`config.mk`:
```
export PLATFORM = sky130hd
export DESIGN_NAME = bitplane_cell_line_pixel_generator
export DESIGN_NICKNAME = d
export VERILOG_FILES = /design/src/rtl/bcl_pkg.sv /design/src/rtl/bitplane_cell_line_pixel_generator.sv /design/src/rtl/bcl_render.sv
export SDC_FILE = /design/constraint.sdc
export NUM_CORES = 1
export LEC_CHECK = 0
export ABC_AREA = 1
export BUFFER_PORTS_ARGS = -buffer_cell sky130_fd_sc_hd__buf_2
export CAP_MARGIN = 40
export CORE_MARGIN = 3
export CORE_UTILIZATION = 50
export DETAILED_ROUTE_END_ITERATION = 6
export PLACE_DENSITY_LB_ADDON = 0.05
export SYNTH_ARGS = -nofsm -noshare
export SYNTH_HDL_FRONTEND = slang
export SYNTH_SLANG_ARGS = --single-unit
```
`constraint.sdc`:
```
create_clock -name clk -period 3.6 [get_ports clk]
set_input_delay 0.18 -clock clk [delete_from_list [all_inputs] [get_ports clk]]
set_output_delay 0.18 -clock clk [all_outputs]
set_load 0.02 [all_outputs]
```
`src/rtl/bcl_pkg.sv`:
```
// Shared types and constants for the bitplane cell-line pixel generator.
package bcl_pkg;

	localparam int CellAddrW   = 14;
	localparam int RowLineW    = 4;
	localparam int PlaneW      = 8;
	localparam int PixelW      = 3;
	localparam int PixelWordW  = 48;
	localparam int PixelCountW = 5;
	localparam int BlinkW      = 5;

	localparam int InDataW  = 48;
	localparam int OutDataW = 56;
	localparam int CfgIndexW = 3;
	localparam int CfgDataW  = 14;

	// Register indexes on the configuration channel.
	localparam logic [CfgIndexW-1:0] REG_DISPLAY_MODE      = 3'd0;
	localparam logic [CfgIndexW-1:0] REG_COLOR_SELECT      = 3'd1;
	localparam logic [CfgIndexW-1:0] REG_CURSOR_ADDRESS    = 3'd2;
	localparam logic [CfgIndexW-1:0] REG_CURSOR_FIRST_LINE = 3'd3;
	localparam logic [CfgIndexW-1:0] REG_CURSOR_BLINK_MODE = 3'd4;
	localparam logic [CfgIndexW-1:0] REG_CURSOR_DISABLE    = 3'd5;
	localparam logic [CfgIndexW-1:0] REG_DISPLAY_BLANK     = 3'd6;
	localparam logic [CfgIndexW-1:0] REG_TALL_ROWS         = 3'd7;

	// Cursor blink modes.
	localparam logic [1:0] BLINK_STEADY = 2'd0;
	localparam logic [1:0] BLINK_HIDDEN = 2'd1;
	localparam logic [1:0] BLINK_SLOW_3 = 2'd2;
	localparam logic [1:0] BLINK_SLOW_4 = 2'd3;

	// Input operations carried on tuser.
	localparam logic OP_RENDER = 1'b0;
	localparam logic OP_TICK   = 1'b1;

	localparam logic [7:0] COLOR_SELECT_RESET = 8'h70;
	localparam logic [PixelW-1:0] PIXEL_WHITE = 3'd7;
	localparam logic [PixelCountW-1:0] COUNT_EIGHTY = 5'd8;
	localparam logic [PixelCountW-1:0] COUNT_FORTY  = 5'd16;

	typedef struct packed {
		logic [4:0]           display_mode;
		logic [7:0]           color_select;
		logic [CellAddrW-1:0] cursor_address;
		logic [4:0]           cursor_first_line;
		logic [1:0]           cursor_blink_mode;
		logic                 cursor_disable;
		logic                 display_blank;
		logic                 tall_rows;
	} bcl_cfg_t;

endpackage

```
`src/rtl/bitplane_cell_line_pixel_generator.sv`:
```
// Top level of the bitplane cell-line pixel generator.
// One item per clock while the output side keeps taking results: each
// render item is held in the input register, where the renderer turns it
// into a result that lands in the output register as the item leaves. A
// frame tick item advances the blink counter as it leaves the input register
// and gives no result. Configuration writes take effect at once and are
// always accepted.
module bitplane_cell_line_pixel_generator (
	input  logic                               clk,
	input  logic                               arst_n,
	input  logic                               s_tvalid,
	output logic                               s_tready,
	// cell_address[13:0], row_line[17:14], blue_byte[25:18], red_byte[33:26],
	// green_byte[41:34], zero padding[47:42]
	input  logic [bcl_pkg::InDataW-1:0]        s_tdata,
	// operation[0]
	input  logic                               s_tuser,
	output logic                               m_tvalid,
	input  logic                               m_tready,
	// pixel_word[47:0], pixel_count[52:48], zero padding[55:53]
	output logic [bcl_pkg::OutDataW-1:0]       m_tdata,
	input  logic                               cfg_valid,
	output logic                               cfg_ready,
	input  logic [bcl_pkg::CfgIndexW-1:0]      cfg_index,
	input  logic [bcl_pkg::CfgDataW-1:0]       cfg_data
);
	import bcl_pkg::*;

	bcl_cfg_t                cfg_q;
	logic [BlinkW-1:0]       blink_q;
	logic                    valid_s1;
	logic                    op_s1;
	logic [InDataW-1:0]      data_s1;
	logic                    out_free;
	logic                    advance_s1;
	logic [PixelWordW-1:0]   pixel_word;
	logic [PixelCountW-1:0]  pixel_count;
	logic [OutDataW-1:0]     out_q;
	logic                    out_valid_q;

	assign cfg_ready = 1'b1;

	always_ff @(posedge clk or negedge arst_n) begin
		if (!arst_n) begin
			cfg_q.display_mode      <= '0;
			cfg_q.color_select      <= COLOR_SELECT_RESET;
			cfg_q.cursor_address    <= '0;
			cfg_q.cursor_first_line <= '0;
			cfg_q.cursor_blink_mode <= BLINK_STEADY;
			cfg_q.cursor_disable    <= 1'b0;
			cfg_q.display_blank     <= 1'b0;
			cfg_q.tall_rows         <= 1'b0;
		end else if (cfg_valid && cfg_ready) begin
			unique case (cfg_index)
				REG_DISPLAY_MODE:      cfg_q.display_mode      <= cfg_data[4:0];
				REG_COLOR_SELECT:      cfg_q.color_select      <= cfg_data[7:0];
				REG_CURSOR_ADDRESS:    cfg_q.cursor_address    <= cfg_data[CellAddrW-1:0];
				REG_CURSOR_FIRST_LINE: cfg_q.cursor_first_line <= cfg_data[4:0];
				REG_CURSOR_BLINK_MODE: cfg_q.cursor_blink_mode <= cfg_data[1:0];
				REG_CURSOR_DISABLE:    cfg_q.cursor_disable    <= cfg_data[0];
				REG_DISPLAY_BLANK:     cfg_q.display_blank     <= cfg_data[0];
				REG_TALL_ROWS:         cfg_q.tall_rows         <= cfg_data[0];
				default: ;
			endcase
		end
	end

	// A tick leaves the input register unconditionally; a render needs room ahead.
	assign out_free   = !out_valid_q || m_tready;
	assign advance_s1 = valid_s1 && ((op_s1 == OP_TICK) || out_free);
	assign s_tready   = !valid_s1 || advance_s1;

	always_ff @(posedge clk or negedge arst_n) begin
		if (!arst_n) begin
			valid_s1 <= 1'b0;
		end else if (s_tready) begin
			valid_s1 <= s_tvalid;
		end
	end

	always_ff @(posedge clk) begin
		if (s_tready && s_tvalid) begin
			op_s1   <= s_tuser;
			data_s1 <= s_tdata;
		end
	end

	// The counter moves only when the tick passes, so renders ahead of it
	// see the old value and renders behind it the new one.
	always_ff @(posedge clk or negedge arst_n) begin
		if (!arst_n) begin
			blink_q <= '0;
		end else if (advance_s1 && (op_s1 == OP_TICK)) begin
			blink_q <= blink_q + BlinkW'(1);
		end
	end

	bcl_render u_render (
		.cfg           (cfg_q),
		.blink_counter (blink_q),
		.cell_address  (data_s1[13:0]),
		.row_line      (data_s1[17:14]),
		.blue_byte     (data_s1[25:18]),
		.red_byte      (data_s1[33:26]),
		.green_byte    (data_s1[41:34]),
		.pixel_word    (pixel_word),
		.pixel_count   (pixel_count)
	);

	always_ff @(posedge clk or negedge arst_n) begin
		if (!arst_n) begin
			out_valid_q <= 1'b0;
		end else if (advance_s1 && (op_s1 == OP_RENDER)) begin
			out_valid_q <= 1'b1;
		end else if (m_tready) begin
			out_valid_q <= 1'b0;
		end
	end

	always_ff @(posedge clk) begin
		if (advance_s1 && (op_s1 == OP_RENDER)) begin
			out_q <= {3'b000, pixel_count, pixel_word};
		end
	end

	assign m_tvalid = out_valid_q;
	assign m_tdata  = out_q;

endmodule

```
`src/rtl/bcl_render.sv`:
```
// Combinational renderer: plane bytes and cursor state to one line of pixels.
module bcl_render (
	input  bcl_pkg::bcl_cfg_t                     cfg,
	input  logic [bcl_pkg::BlinkW-1:0]            blink_counter,
	input  logic [bcl_pkg::CellAddrW-1:0]         cell_address,
	input  logic [bcl_pkg::RowLineW-1:0]          row_line,
	input  logic [bcl_pkg::PlaneW-1:0]            blue_byte,
	input  logic [bcl_pkg::PlaneW-1:0]            red_byte,
	input  logic [bcl_pkg::PlaneW-1:0]            green_byte,
	output logic [bcl_pkg::PixelWordW-1:0]        pixel_word,
	output logic [bcl_pkg::PixelCountW-1:0]       pixel_count
);
	import bcl_pkg::*;

	logic              forty;
	logic              active;
	logic              blink_on;
	logic              cursor_hit;
	logic [PlaneW-1:0] b, r, g, merged;
	logic [PixelW-1:0] cursor_pix;
	logic [PixelW-1:0] px [8];

	assign forty  = cfg.display_mode[3];
	assign active = !cfg.display_blank && (cfg.display_mode[2:0] != 3'd0);

	always_comb begin
		unique case (cfg.cursor_blink_mode)
			BLINK_STEADY: blink_on = 1'b1;
			BLINK_HIDDEN: blink_on = 1'b0;
			BLINK_SLOW_3: blink_on = blink_counter[3];
			BLINK_SLOW_4: blink_on = blink_counter[4];
			default:      blink_on = 1'b0;
		endcase
	end

	always_comb begin
		merged = '0;
		if (!active) begin
			b = '0;
			r = '0;
			g = '0;
		end else if (cfg.tall_rows) begin
			// Sixteen-line rows: top half from blue, bottom half from red, as white.
			b = row_line[3] ? red_byte : blue_byte;
			r = b;
			g = b;
		end else begin
			b = cfg.display_mode[2] ? blue_byte  : '0;
			r = cfg.display_mode[1] ? red_byte   : '0;
			g = cfg.display_mode[0] ? green_byte : '0;
			if (cfg.display_mode[4]) begin
				merged = b | r | g;
				b = merged;
				r = merged;
				g = merged;
			end
		end
	end

	// With eight-line rows the cursor never reaches lines eight and above.
	assign cursor_hit = active && (cell_address == cfg.cursor_address)
		&& !cfg.cursor_disable && blink_on
		&& ({1'b0, row_line} >= cfg.cursor_first_line)
		&& (cfg.tall_rows || !row_line[3]);

	assign cursor_pix = cfg.color_select[7] ? PIXEL_WHITE : cfg.color_select[6:4];

	always_comb begin
		pixel_word = '0;
		for (int i = 0; i < 8; i++) begin
			px[i] = cursor_hit ? cursor_pix : {g[i], r[i], b[i]};
			if (forty) begin
				pixel_word[2*PixelW*i +: 2*PixelW] = {px[i], px[i]};
			end else begin
				pixel_word[PixelW*i +: PixelW] = px[i];
			end
		end
	end

	assign pixel_count = forty ? COUNT_FORTY : COUNT_EIGHTY;

endmodule

```
==> results.sh <==
export IMPL_grt_max_degree=39
export IMPL_synth_top_family_by_area="simple AND/OR/NAND/NOR gates"
export IMPL_synthCells=659
export IMPL_ios=130
export IMPL_leakagePower_nw=3.621
export IMPL_drt_total_wl_um=14190
export IMPL_rows=39
export IMPL_yosys_warnings=0
export IMPL_slew_viol_final=0
export IMPL_hold_class="in2reg"
export IMPL_yosysTopAreaCellShare_pct=40.53
export IMPL_cp_end_kind="register"
export IMPL_synth_adder_area_share_pct=1.042
export IMPL_yosys_area_share_simple_pct=18.45
export IMPL_power_share_sequential_pct=42.5
export IMPL_p_sw_share_pct=29.81
export IMPL_synth_compound_area_share_pct=11.13
export IMPL_start_util_pct=51.90
export IMPL_cts_tree="built"
export IMPL_synth_top_cell_by_area="edfxtp_1"
export IMPL_synth_cell_types=32
export IMPL_synthXorXnorAreaFrac_pct=1.459
export IMPL_clockPowerShare_pct=36.9
export IMPL_htreeDepth=4
export IMPL_report_final_hold_viol_count=0
export IMPL_max_clock_freq_ghz=0.4148
export IMPL_post_cts_resized=0
export IMPL_place_congestion=0.8061
export IMPL_path_cells="ha_1, nand2_1, nand2_1, nand3_2, nand2_1, nand2_4, nand2_1, nand2_1"
export IMPL_fin_skew_ns=0.01120
export IMPL_synth_commonest_cells="nand2_1 (211), edfxtp_1 (81), inv_1 (76)"
export IMPL_max_slew_margin_pct=45.39
export IMPL_grt_usage_pct=22.58
export IMPL_finalPower_mw=4.283
export IMPL_drcViolationCount=0
export IMPL_ant_nets=0
export IMPL_area_growth_pct=26.89
export IMPL_final_nets=886
export IMPL_vdd_ir_drop_max_mv=0.3498
export IMPL_dpl_hpwl_um=9822
export IMPL_routed_via_density=5.010
export IMPL_rsz0062_at_grt="no"
export IMPL_cts_made_buffers=17
export IMPL_vias=4840
export IMPL_core_um2=11560
export IMPL_path_clk_slew_ns=0.06
export IMPL_synth_most_common_cell="nand2_1"
export IMPL_portBuffers=116
export IMPL_worst_pin_slew_ns=0.8142
export IMPL_timing_critical_path_buf_inv=0
export IMPL_power_frac_comb_pct=20.6
export IMPL_slowest_stage="edfxtp_1"
export IMPL_power_per_cell_area_nw_per_um2=562.3
export IMPL_fin_util_pct=65.86
export IMPL_drive_above_1_share_pct=21.87
export IMPL_critical_path_class="reg2reg"
export IMPL_ys_seq_elements=121
export IMPL_grt_overflow_total=0
export IMPL_drt_initial_drc_count=371
export IMPL_tns_ns=0
export IMPL_drtPass1Iterations=5
export IMPL_status="finished clean"
export IMPL_cp_slowest_stage_delay_ns=0.67
export IMPL_post_route_min_period_ns=2.411
export IMPL_cts_sinks=121
export IMPL_path_delay_family="simple AND/OR/NAND/NOR gates"
export IMPL_antenna_found_initial=0
export IMPL_cp_depth=8
export IMPL_die_area_um2=13350
export IMPL_syn_area_per_cell_um2=9.108
export IMPL_grt_pass1_wl_um=23020
export IMPL_cp_max_fo=24
export IMPL_synthArstFlopShare_pct=33.06
export IMPL_cp_required_ns=3.75
export IMPL_cts_root_buf="clkbuf_16"
export IMPL_clock_path_buffers=2
export IMPL_power_switching_mw=1.277
export IMPL_die_w_um=115.6
export IMPL_r2r_cells=8
export IMPL_cp_start_kind="register"
export IMPL_synthMuxAreaShare_pct=0.7505
export IMPL_grt_pass1_vias=4627
export IMPL_worstPathArrival_ns=2.56
export IMPL_insertion_delay_ns=0.41
export IMPL_p_int_mw=3.006
export IMPL_wl_per_cell_um=14.69
export IMPL_period_share_pct=66.97
export IMPL_final_setup_viol_count=0
export IMPL_syn_area_um2=6002
export IMPL_synthTopCellsByArea="edfxtp_1 (41%), dfrtp_1 (15%), nand2_1 (13%)"
export IMPL_fill_cells=955
export IMPL_drv_cap=0
export IMPL_path_common_cell="nand2_1"
export IMPL_synth_edff_count=81
export IMPL_seq_area_frac_synth_pct=57.26
export IMPL_diodes=0
export IMPL_die_h_um=115.6
export IMPL_yosys_most_used_dff="edfxtp_1"
export IMPL_hold_depth=3
[worst register-to-register path: stages (launching register included)]
cell and delay, ns:
edfxtp_1 0.67, ha_1 0.41, nand2_1 0.05, nand2_1 0.17
nand3_2 0.38, nand2_1 0.26, nand2_4 0.07, nand2_1 0.08
nand2_1 0.07
[final timing paths]
path                        startpoint     endpoint  slack, ns
max                        data_s1[17]  m_tdata[23]       1.19
min                        cfg_data[5]    cfg_q[29]       0.01
max reg2reg                data_s1[17]  m_tdata[23]       1.19
min reg2reg                   cfg_q[8]     cfg_q[8]       0.48
max in group asynchronous       arst_n    cfg_q[28]       2.75
min in group asynchronous       arst_n    cfg_q[21]       0.28
[metal layers]
layer / routed length (um) / global-route usage [%]
met5: 0 / 0
met4: 235 / 8.138
met3: 655 / 4.648
met2: 6697 / 36.03
met1: 6603 / 30.81
[power groups by stage]
stage          Sequential, mW  Combinational, mW  Clock, mW
2_1_floorplan            1.84              0.592          0
3_3_place_gp             1.84              0.787          0
3_5_place_dp             1.84              0.832          0
4_1_cts                  1.82              0.877       1.61
5_1_grt                  1.85               1.01       1.67
6_report                 1.82              0.881       1.58
[cell usage in the layout (no fill, tap or decap), drive strengths merged]
master / count
nand2: 220
buf: 120
conb: 7
o22ai: 8
xor2: 2
dfrtp: 37
clkinvlp: 3
clkinv: 8
dlygate4sd3: 48
nand3: 14
dfstp: 3
a21oi: 41
clkbuf: 21
or2: 3
o21ai: 70
mux2: 4
ha: 5
and2: 1
nand3b: 1
nor2: 28
bufinv: 1
xnor2: 8
a31oi: 10
nand4: 1
edfxtp: 81
inv: 77
nor3: 1
[cell type report]
type	instances	area (um2)	share of cell area, %
Sequential cell	121	3437	45.13
Timing Repair Buffer	168	1144	15.02
Inverter	78	292.8	3.844
Clock inverter	11	98.84	1.298
Clock buffer	21	460.4	6.046
Multi-Input combinational cell	424	2004	26.32
Tap cell	143	178.9	2.349
[state kept, by name, summed over array words and instances, names as in the netlist]
signal,cells
m_tdata,38
m_tvalid,1
blink_q,5
data_s1,42
cfg_q,33
op_s1,1
valid_s1,1
[per-stage QoR]
stage | instance area (um2) | setup WS (ns) | hold slack [ns] | std cells
floorplan | 6021 | 0.6624 | -0.1156 | 664
global placement | 6501 | 1.200 | 0.3563 | 883
detailed placement | 6576 | 1.176 | 0.1694 | 886
CTS | 7616 | 1.169 | 0.0009257 | 966
global route | 7616 | 0.9176 | 0.02583 | 966
finish | 7616 | 1.189 | 0.01367 | 966
[kinds of logic after synthesis]
family,Yosys count
adders and majority gates,5
DFF,121
AOI/OAI and AO/OA,129
xor gates and xnor gates,10
other,2
and+or+nand+nor,269
muxes,4
buffers and inverters,119
[timing repair]
action	CTS	global route
hold endpoints to repair	64	0
hold buffers	48	0
setup buffers	0	0
Note: power is estimated with default switching activity, not from simulation.
